File: src/rtl/stack_machine_execute_defines.svh
// Assertion macros shared by the stack machine RTL.
// Used by smx_front and smx_back; relies on clk_i and rst_ni in the using module.
`ifndef STACK_MACHINE_EXECUTE_DEFINES_SVH
`define STACK_MACHINE_EXECUTE_DEFINES_SVH

`ifndef SYNTHESIS

`define SMX_ASSERT_IMP(lbl, ante, cons) \
  lbl: assert property (@(posedge clk_i) disable iff (!rst_ni) (ante) |-> (cons)) \
    else $error("smx assertion failed");

`define SMX_ASSERT_NXT(lbl, ante, cons) \
  lbl: assert property (@(posedge clk_i) disable iff (!rst_ni) (ante) |=> (cons)) \
    else $error("smx assertion failed");

`else

`define SMX_ASSERT_IMP(lbl, ante, cons)

`define SMX_ASSERT_NXT(lbl, ante, cons)

`endif

`endif

File: src/rtl/smx_pkg.sv
// Package for the stack machine: opcodes, fault codes, decoded word type, defaults.
// No dependencies.
`timescale 1ns / 1ps
`default_nettype none

package smx_pkg;

  localparam int MEM_DEPTH_DEF  = 1024;
  localparam int WORD_WIDTH_DEF = 32;
  localparam int QUEUE_DEPTH    = 2;

  typedef enum logic [4:0] {
    OP_START, OP_LDC, OP_LDV, OP_ADD, OP_SUB, OP_MULT, OP_DIVI, OP_INV,
    OP_AND, OP_OR, OP_NEG, OP_CME, OP_CMA, OP_CEQ, OP_CDIF, OP_CMEQ,
    OP_CMAQ, OP_JMP, OP_JMPF, OP_STR, OP_ALLOC, OP_DALLOC, OP_CALL,
    OP_RETURN, OP_HLT, OP_RD, OP_PRN, OP_NOP
  } op_e;

  typedef enum logic [1:0] {
    F_NONE, F_DIV, F_STACK, F_ADDR
  } fault_e;

  typedef struct packed {
    op_e         op;
    logic [31:0] operand;
    logic [10:0] count;
    logic [31:0] read_value;
    logic        tgt_ok;
  } item_t;

endpackage

`default_nettype wire

File: src/rtl/smx_front.sv
// Front end: accepts instruction words, decodes the opcode, queues decoded words.
// Depends on smx_pkg and stack_machine_execute_defines.svh.
`timescale 1ns / 1ps
`default_nettype none
`include "stack_machine_execute_defines.svh"

module smx_front import smx_pkg::*; (
  input  wire logic        clk_i,
  input  wire logic        rst_ni,
  input  wire logic        push_i,
  input  wire logic [4:0]  kind_i,
  input  wire logic [31:0] operand_i,
  input  wire logic [10:0] count_i,
  input  wire logic [31:0] read_value_i,
  output logic             full_o,
  output logic             item_valid_o,
  output item_t            item_o,
  input  wire logic        item_pop_i
);

  localparam int QPW = $clog2(QUEUE_DEPTH);
  localparam int QCW = $clog2(QUEUE_DEPTH + 1);

  item_t          q_mem [QUEUE_DEPTH];
  logic [QPW-1:0] wp_q, wp_d, rp_q, rp_d;
  logic [QCW-1:0] cnt_q, cnt_d;
  item_t          dec;

  always_comb begin
    dec.op         = (kind_i > 5'(OP_NOP)) ? OP_NOP : op_e'(kind_i);
    dec.operand    = operand_i;
    dec.count      = count_i;
    dec.read_value = read_value_i;
    dec.tgt_ok     = (operand_i[31:16] == 16'd0);
  end

  assign full_o       = (cnt_q == QCW'(QUEUE_DEPTH));
  assign item_valid_o = (cnt_q != '0);
  assign item_o       = q_mem[rp_q];

  always_comb begin
    wp_d  = wp_q;
    rp_d  = rp_q;
    cnt_d = cnt_q;
    if (push_i) begin
      wp_d = (wp_q == QPW'(QUEUE_DEPTH - 1)) ? '0 : wp_q + 1'b1;
    end
    if (item_pop_i) begin
      rp_d = (rp_q == QPW'(QUEUE_DEPTH - 1)) ? '0 : rp_q + 1'b1;
    end
    if (push_i && !item_pop_i) begin
      cnt_d = cnt_q + 1'b1;
    end else if (!push_i && item_pop_i) begin
      cnt_d = cnt_q - 1'b1;
    end
  end

  always_ff @(posedge clk_i or negedge rst_ni) begin
    if (!rst_ni) begin
      wp_q  <= '0;
      rp_q  <= '0;
      cnt_q <= '0;
    end else begin
      wp_q  <= wp_d;
      rp_q  <= rp_d;
      cnt_q <= cnt_d;
    end
  end

  always_ff @(posedge clk_i) begin
    if (push_i) begin
      q_mem[wp_q] <= dec;
    end
  end

  `SMX_ASSERT_IMP(a_no_overrun, push_i, !full_o || item_pop_i)
  `SMX_ASSERT_IMP(a_no_underrun, item_pop_i, item_valid_o)
  `SMX_ASSERT_IMP(a_cnt_range, 1'b1, cnt_q <= QCW'(QUEUE_DEPTH))

endmodule

`default_nettype wire

File: config.mk
export PLATFORM = sky130hd
export DESIGN_NAME = smx_front
export DESIGN_NICKNAME = d
export VERILOG_FILES = /design/src/rtl/smx_pkg.sv /design/src/rtl/smx_front.sv
export VERILOG_INCLUDE_DIRS = /design/src /design/src/rtl
export SDC_FILE = /design/constraint.sdc
export NUM_CORES = 1
export LEC_CHECK = 0
export BUFFER_PORTS_ARGS = -buffer_cell sky130_fd_sc_hd__buf_2
export CAP_MARGIN = 20
export CORE_ASPECT_RATIO = 0.9
export CORE_MARGIN = 1.5
export CORE_UTILIZATION = 45
export CTS_CLUSTER_DIAMETER = 40
export CTS_CLUSTER_SIZE = 24
export DETAILED_ROUTE_END_ITERATION = 12
export PLACE_DENSITY = 0.83
export SETUP_SLACK_MARGIN = 0.1
export SYNTH_ARGS = -nofsm -noshare
export SYNTH_HDL_FRONTEND = slang
export SYNTH_SLANG_ARGS = --single-unit
File: constraint.sdc
create_clock -name clk_i -period 4.4 [get_ports clk_i]
set_input_delay 0.66 -clock clk_i [delete_from_list [all_inputs] [get_ports clk_i]]
set_output_delay 0.66 -clock clk_i [all_outputs]
set_load 0.05 [all_outputs]
# After elaboration in Yosys (flattened, before gate mapping)
# Memories as Yosys holds them, arrays and structs flattened.
# Index checks and enable logic that the tools add are counted.
# W data, S select, Z words.
# word_totals
ff_bits	4
ram_bits	162
in_bits	84
word_cells	24
n_memories	1
out_inout_bits	83
# mem_list
name	depth	width	read_ports	rd_ports_with_merged_regs	write_ports	line	text
q_mem	2	81	1	0	1	smx_front.sv:24	item_t q_mem [QUEUE_DEPTH];
# op_classes
addsub	4
eq_ne	1
magnitude_cmp	1
muxes	7
reduce_logical	7
# op_table
operator	n
$logic_not A16 Y1	1
$gt A5 B5 Y1 const B	1
$mux W5	1
$mux W1	4
$mux W2	2
$reduce_bool A2 Y1	2
$add A1 B1 Y1 const B	2
$add A2 B1 Y2 const B	1
$eq A2 B2 Y1 const B	1
$logic_and A1 B1 Y1	2
$logic_not A1 Y1	2
$sub A2 B1 Y2 const B	1

# Logic depth before layout (Yosys ltp)
# Gate-level depths: netlist of run 1.
# logic_depth
word_depth	4
depth_mapped	5
ltp_nobuf	5

# Least setup slack after synthesis of run 1
# OpenSTA, ideal clock, no wires.
# synth_path
path_kind	input to register
start	input port push_i
end	memory q_mem[0][0] in the netlist's numbering, enable pin
path_stages	1
arrival_time_ns	4.201
required_ns	3.869
path_slack_ns	-0.331
path_buffers	0
cell_sequence	nor2b_1
# synth_via
elab_chain_cells	2
# synth_lines
element	line	text
start, declared	smx_front.sv:10	input wire logic push_i,
$mux W1	smx_front.sv:71	if (push_i) begin
$mux W1 (implied by the code)	smx_front.sv:72	q_mem[wp_q] <= dec;
end, declared	smx_front.sv:24	
# Every way passes these cells.

==> impl_metrics.json, run 1 <==
{
  "power.leakage_nw": 3.25,
  "postRouteAntennaNets": 0,
  "antenna_found_initial": 0,
  "p_comb_frac": 0.406,
  "tns_ns": 0,
  "num_io_pins": 167,
  "critPathKind": "reg2out",
  "worst_slew_pin_slew_ns": 0.635,
  "port_buffers": 166,
  "die_w_um": 130,
  "vias": 3134,
  "clkTransAtPathRegs_ns": 0.06,
  "dieArea_um2": 15200,
  "clock_latency_ns": 0.42,
  "min_period_ns": 2.95,
  "ys_ff_latch": 166,
  "drt_first_pass_iters": 4,
  "wl_mm": 11.1,
  "async_flop_share": 0.0241,
  "total_power_mw": 6.19,
  "synth_area_um2": 6500,
  "max-slew-margin-rel": 0.576,
  "slew_violations": 0,
  "start_kind": "flop",
  "diodes": 0,
  "clockBufferDepth": 2,
  "viasPerCell": 4.73,
  "drive_gt1_frac": 0.604,
  "synth_common_cells": "edfxtp_1 (162), mux2_4 (79), buf_12 (8)",
  "peakVddDrop_mv": 0.494,
  "hold_buffers": 0,
  "synth-edff-count": 162,
  "cts_tree": "done",
  "required_ns": 3.74,
  "power_frac_clock": 0.227,
  "yosys.area.top_type": "edfxtp_1",
  "initial_core_util": 0.462,
  "syn_inst": 279,
  "grt_pass1_vias": 3076,
  "synth.avg_cell_area_um2": 23.3,
  "r2r_start": "wp_q",
  "synth_top_area_frac": 0.748,
  "yosysUniqueCellTypes": 20,
  "core_area_um2": 14100,
  "first_iter_violations": 156,
  "hpwl_mm": 7.28,
  "fin_crit_sh": 0.670,
  "drv_cap": 0,
  "yosysSeqAreaShare": 0.764,
  "rsz0062_at_grt": "no",
  "cts-root-buf": "clkbuf_16",
  "power_density_nw_per_um2": 771,
  "nets": 542,
  "syn_nets": 364,
  "grt_max_degree": 82,
  "routabilityCongestion": 0.667,
  "rows": 41,
  "synth.yosys.warnings": 0,
  "yosysMostFrequentCell": "edfxtp_1",
  "skew_ns": 0.00597,
  "p_sw_frac": 0.393,
  "ys.flop_type": "edfxtp_1",
  "grt_pass1_wl_mm": 15.8,
  "fmax_ghz": 0.339,
  "numCtsBuffers": 17,
  "hold_viol_final": 0,
  "overflow": 0,
  "run_status": "finished clean",
  "cts_htree_levels": 4,
  "internal_power_mw": 3.76,
  "cts_setup_buffers": 0,
  "drc_errors": 0,
  "setup_viol": 0,
  "cts_resized": 0,
  "r2r-end": "q_mem[0][34]",
  "cp-end-kind": "output pin",
  "grtUsageTotal": 0.146,
  "detail_route.wl_per_cell_um": 16.7,
  "rrSetupSlack_ns": 2.58,
  "switchingPower_mw": 2.43,
  "reg2regPathDepth": 2,
  "cp_max_fo": 50,
  "hp-class": "in2async",
  "die_h_um": 117,
  "area_delta_synth_final_pct": 23.5,
  "nFillCells": 1080,
  "synthTopCellsByArea": "edfxtp_1 (75%), mux2_4 (18%), buf_12 (2.5%)",
  "power_frac_seq": 0.367,
  "clock_sinks": 166,
  "crit_arrival_ns": 2.29
}
==> metal layers <==
layer | share of wire | track usage
met3 | 0.066 | 0.0636
met4 | 0.015 | 0.0615
met1 | 0.41 | 0.166
met2 | 0.50 | 0.243
met5 | 0 | 0
==> cell families (layout without fill, tap and decap cells) <==
group	count (synthesis)	after routing	share of synthesized area
AO/OA/AOI/OAI	1	1	0.00116
XOR/XNOR	5	5	0.00674
adder cells (fa/ha/maj)	1	1	0.00192
buffers and inverters	12	203	0.0281
flip-flops	166	166	0.764
multiplexers	81	81	0.186
AND/OR/NAND/NOR	13	13	0.0123
==> critical path, stage by stage (launching register included) <==
cell and delay, ns:
dfrtp_4 0.82, buf_12 0.42, mux2_4 0.34, buf_2 0.21
==> how the worst max path moves through the flow <==
| stage | start | end | cells past startpoint |
|---|---|---|---|
| finish | rp_q | item_o[2] | 3 |
| global route | rp_q | item_o[1] | 3 |
| CTS | rp_q | item_o[2] | 3 |
| detailed placement | rp_q | item_o[28] | 3 |
| global placement | rp_q | item_o[13] | 3 |
| floorplan | push_i | q_mem[0][0] | 1 |
==> cell type report <==
type | instances | area (um^2) | share of cell area
clock inverter | 14 | 134 | 0.0167
inverter | 1 | 3.75 | 0.000468
sequential | 166 | 4970 | 0.619
tap | 193 | 241 | 0.0301
multi-input combinational | 101 | 1360 | 0.170
clock buffer | 18 | 429 | 0.0535
timing repair buffer | 170 | 886 | 0.110
==> stage by stage <==
stage          area, um^2  std cells   util  hold slack [ns]  worst slack, ns
6_report             8030        663  0.571           0.0360             1.45
5_1_grt              8030        663  0.571           0.0114             1.38
4_1_cts              8010        662  0.570           0.0171             1.43
3_5_place_dp         7440        630  0.529            0.473             1.90
3_3_place_gp         7440        630  0.529            0.461             1.90
2_1_floorplan        6500        279      -            0.364             1.19
==> layout by cell type, fill, tap and decap left out, types with 3 or more instances in the layout <==
cell,synthesis,layout
edfxtp_1,162,162
buf_2,0,166
clkbuf_16,0,17
mux2_4,79,79
dfrtp_1,4,3
nor4_1,4,4
xor2_1,4,4
clkinv_2,0,5
==> sequential cells by signal (all words and copies together) (netlist names) <==
| register | cells |
|---|---|
| q_mem | 162 |
| rp_q | 1 |
| wp_q | 1 |
| cnt_q | 2 |
==> power by group through the flow <==
stage / Combinational, mW / Clock [mW] / Sequential, mW
6_report: 2.51 / 1.40 / 2.27
5_1_grt: 2.62 / 1.51 / 2.30
4_1_cts: 2.53 / 1.44 / 2.28
3_5_place_dp: 2.52 / 0 / 2.31
3_3_place_gp: 2.50 / 0 / 2.29
2_1_floorplan: 2.29 / 0 / 2.21
Note: power is estimated with default switching activity, not from simulation.
==> inputs of run 2 (changes only) <==
PLACE_DENSITY = 0.81   (was 0.83)
clock period = 2.9 ns   (was 4.4 ns; I/O delays follow)
==> run 2 against run 1 <==
  * Sequential power up 51%
  * Count of clock-buffer cells in the layout up 1
  * Die area unchanged
  * Critical path type unchanged
  * Largest cell class unchanged
  * Largest power group unchanged
==> impl_metrics.json, run 2 (synthesis gave the netlist of run 1 again) <==
{
  "overflow": 0,
  "cts_htree_levels": 4,
  "slew_violations": 0,
  "finalHoldWorstSlack_ns": 0.199,
  "crit_family": "flip-flops",
  "crit_arrival_ns": 2.08,
  "run_status": "finished clean",
  "slowest_stage": "dfrtp_4",
  "crit_buf_inv": 2,
  "grtUsageTotal": 0.145,
  "first_iter_violations": 145,
  "drive_gt1_frac": 0.604,
  "cts_setup_buffers": 0,
  "hp-class": "in2reg",
  "grt_max_degree": 82,
  "dieArea_um2": 15200,
  "total_power_mw": 9.50,
  "min_period_ns": 2.52,
  "rrSetupSlack_ns": 1.25,
  "num_io_pins": 167,
  "grt_pass1_wl_mm": 15.9,
  "largest-register": "q_mem",
  "numCtsBuffers": 17,
  "viasPerCell": 4.69,
  "cts_tree": "done",
  "hold_buffers": 1,
  "rows": 41,
  "reg.largest.list": "q_mem: 162 flops, cnt_q: 2 flops",
  "cts_resized": 0,
  "clock_latency_ns": 0.42,
  "crit_chain": "buf_4 -> mux2_4 -> buf_2",
  "worst_slew_pin_slew_ns": 0.579,
  "max-slew-margin-rel": 0.614,
  "cp_max_fo": 27,
  "die_w_um": 130,
  "drv_cap": 0,
  "required_ns": 2.47,
  "r2r-end": "q_mem[1][28]",
  "whs_endpoint": "q_mem[1][35]",
  "start_kind": "flop",
  "power.leakage_nw": 3.27,
  "largest_reg_flops": 162,
  "hp-start": "count_i[2]",
  "initial_core_util": 0.462,
  "reg2regPathDepth": 2,
  "drt_first_pass_iters": 4,
  "final_cell_mix": "buf_2 (166), edfxtp_1 (162), mux2_4 (79), clkbuf_16 (17)",
  "postRouteAntennaNets": 0,
  "port_buffers": 166,
  "drc_errors": 0,
  "rsz0062_at_grt": "no",
  "hpwl_mm": 6.95,
  "tns_ns": 0,
  "setup_viol": 0,
  "critPathKind": "reg2out",
  "hold_viol_final": 0,
  "grt_pass1_vias": 3150,
  "vias": 3122,
  "skew_ns": 0.00665,
  "diodes": 0,
  "core_area_um2": 14100,
  "r2r_start": "wp_q",
  "antenna_found_initial": 0,
  "fmax_ghz": 0.397,
  "max_stage_delay_ns": 0.77,
  "area_delta_synth_final_pct": 24.5,
  "cts-root-buf": "clkbuf_16",
  "peakVddDrop_mv": 0.689,
  "nets": 544,
  "clkTransAtPathRegs_ns": 0.06,
  "clockBufferDepth": 2,
  "cp-end-kind": "output pin",
  "routabilityCongestion": 0.699,
  "fin_crit_sh": 0.869,
  "final_common_cell": "buf_2",
  "power_density_nw_per_um2": 1170,
  "wl_mm": 10.7,
  "die_h_um": 117,
  "clock_sinks": 166,
  "whs_path_depth": 1,
  "detail_route.wl_per_cell_um": 16.0
}
run 2: cell types whose count changed in the layout (fill, tap and decap cells not counted), sizes merged:
cell | previous run | this run
buf | 170 | 171
clkbuf | 18 | 19
dlygate4sd3 | 0 | 1
clkinvlp | 2 | 4
inv | 3 | 2
bufinv | 2 | 3
clkinv | 8 | 5
run 2: cell type report:
cell class              count  area [um^2]
repair buffers            172          928
well taps                 193          241
multi-input cells         101         1360
flip-flops and latches    166         4970
clock buffers              19          433
inverters                   1         3.75
clock inverters            13          156
fillers                  1091         5960
run 2: worst max path at each step:
stage,cells after the start,endpoint,startpoint,slack (ns)
global route,3,item_o[68],rp_q,0.29
CTS,3,item_o[66],rp_q,0.35
finish,3,item_o[66],rp_q,0.38
floorplan,1,q_mem[1][0],wp_q,0.13
detailed placement,3,item_o[69],rp_q,0.82
global placement,3,item_o[74],rp_q,0.82
run 2: power breakdown:
group          leakage, nW  total [mW]  switching, mW  internal, mW
clock network        0.277        2.22          0.867          1.35
logic                 1.42        3.87           2.58          1.29
registers             1.57        3.42          0.230          3.19
run 2: metal layers:
metal  share of wire  wire [um]  track usage
met1            0.40       4250        0.161
met2            0.51       5480        0.249
met3           0.070        745       0.0591
met4           0.017        182       0.0622
met5               0          0            0
run 2: metrics by stage:
| step | cell area (um^2) | util | worst slack (ns) | instances |
|---|---|---|---|---|
| after global placement | 7490 | 0.533 | 0.825 | 632 |
| final | 8090 | 0.576 | 0.380 | 665 |
| after detailed placement | 7490 | 0.533 | 0.820 | 632 |
| after floorplan | 6510 | - | 0.127 | 279 |
| after global routing | 8090 | 0.576 | 0.291 | 665 |
| after CTS | 8090 | 0.576 | 0.345 | 665 |
==> inputs of run 3 (changes only) <==
clock period = 2.4 ns   (was 2.9 ns; I/O delays follow)
==> run 3 against run 2 <==
  * Combinational power is 24% higher
  * Non-clock buffer count is 3 higher
  * Cell count is 0.15% higher
  * Die area stayed put
  * Largest cell class unchanged
  * Register-to-register slack worse by 0.39 ns
==> impl_metrics.json, run 3 (synthesis gave the netlist of run 1 again) <==
{
  "viasPerCell": 4.70,
  "grt_pass1_vias": 3246,
  "hp-class": "in2reg",
  "largest-register": "q_mem",
  "whs_path_depth": 1,
  "met3_usage": 0.0514,
  "fin_crit_sh": 0.876,
  "cts_resized": 0,
  "overflow": 0,
  "tns_ns": 0,
  "setup_viol": 0,
  "cts_htree_levels": 4,
  "wl_mm": 11.0,
  "min_period_ns": 2.10,
  "rows": 41,
  "whs_endpoint": "q_mem[0][49]",
  "peakVddDrop_mv": 0.964,
  "power_density_nw_per_um2": 1400,
  "dieArea_um2": 15200,
  "reg2regPathDepth": 2,
  "worst_slew_pin_slew_ns": 0.582,
  "run_status": "finished clean",
  "vias": 3128,
  "first_iter_violations": 180,
  "grt_max_degree": 43,
  "port_buffers": 166,
  "fmax_ghz": 0.476,
  "initial_core_util": 0.462,
  "rrSetupSlack_ns": 0.86,
  "nets": 547,
  "antenna_found_initial": 0,
  "num_io_pins": 167,
  "r2r_start": "wp_q",
  "critPathKind": "reg2out",
  "finalHoldWorstSlack_ns": 0.134,
  "power.leakage_nw": 3.25,
  "reg.largest.list": "q_mem: 162 flops, cnt_q: 2 flops",
  "detail_route.wl_per_cell_um": 16.6,
  "multi_input_area_um2": 1360,
  "drive_gt1_frac": 0.600,
  "grt_pass1_wl_mm": 16.3,
  "largest_reg_flops": 162,
  "grtUsageTotal": 0.148,
  "drt_first_pass_iters": 4,
  "drv_cap": 0,
  "max-slew-margin-rel": 0.612,
  "nFillCells": 1116,
  "area_delta_synth_final_pct": 23.6,
  "cts-root-buf": "clkbuf_16",
  "met2_usage": 0.255,
  "required_ns": 2.04,
  "clkTransAtPathRegs_ns": 0.06,
  "numCtsBuffers": 17,
  "r2r-end": "q_mem[1][69]",
  "final_common_cell": "buf_2",
  "clock_latency_ns": 0.41,
  "clock_sinks": 166,
  "cp_max_fo": 39,
  "hold_viol_final": 0,
  "crit_arrival_ns": 1.74,
  "grt_use_met1": 0.169,
  "diodes": 0,
  "die_h_um": 117,
  "rsz0062_at_grt": "no",
  "cp-end-kind": "output pin",
  "routabilityCongestion": 0.694,
  "postRouteAntennaNets": 0,
  "clockBufferDepth": 2,
  "final_cell_mix": "buf_2 (166), edfxtp_1 (162), mux2_4 (79), clkbuf_16 (17), buf_4 (5)",
  "drc_errors": 0,
  "skew_ns": 0.00532,
  "cts_tree": "done",
  "core_area_um2": 14100,
  "total_power_mw": 11.2,
  "hp-start": "operand_i[5]",
  "seq_area_um2": 4970,
  "hpwl_mm": 7.44,
  "grt.busiest_layer": "met2",
  "die_w_um": 130,
  "slew_violations": 0,
  "start_kind": "flop"
}
run 3: layout make-up:
cell class,instances,share of cell area
clock inverters,10,0.0106
well taps,193,0.0300
clock buffers,20,0.0543
flip-flops and latches,166,0.618
multi-input cells,101,0.170
repair buffers,175,0.117
inverters,1,0.000467
run 3: routing by layer:
| metal | vias up | part of all wire | routed length [um] |
|---|---|---|---|
| li1 | 1464 | - | - |
| met3 | 18 | 0.068 | 750 |
| met5 | - | 0 | 0 |
| met1 | 1536 | 0.41 | 4520 |
| met4 | 0 | 0.015 | 165 |
| met2 | 110 | 0.51 | 5610 |
run 3: metrics by stage:
stage | cell area, um^2 | setup slack, ns | cells | utilization
6_report | 8040 | 0.298 | 666 | 0.572
5_1_grt | 8040 | 0.228 | 666 | 0.572
3_5_place_dp | 7490 | 0.481 | 633 | 0.533
3_3_place_gp | 7490 | 0.499 | 633 | 0.533
4_1_cts | 8040 | 0.259 | 666 | 0.572
2_1_floorplan | 6510 | 0.351 | 279 | -
run 3: critical path, cell delays in order, from the launching register on:
cell	delay (ns)
dfrtp_4	0.46
buf_12	0.28
mux2_4	0.34
buf_2	0.21
run 3: how the worst max path moves through the flow:
stage               from          end  slack, ns  depth (start not counted)
CTS                 rp_q   item_o[37]       0.26                          3
finish              rp_q   item_o[43]       0.30                          3
global route        rp_q   item_o[36]       0.23                          3
floorplan           wp_q  q_mem[0][0]       0.35                          1
detailed placement  rp_q   item_o[27]       0.48                          3
global placement    rp_q   item_o[36]       0.50                          3
run 3: power by group:
group / switching, mW / total, mW / internal, mW
Clock: 1.00 / 2.40 / 1.40
Sequential: 0.175 / 4.03 / 3.86
Combinational: 3.23 / 4.79 / 1.57
run 3: timing repair:
action,in CTS,in global routing
endpoints found under the setup margin,53,0
hold buffers,1,0
setup buffers,2,0
hold endpoints to repair,4,0
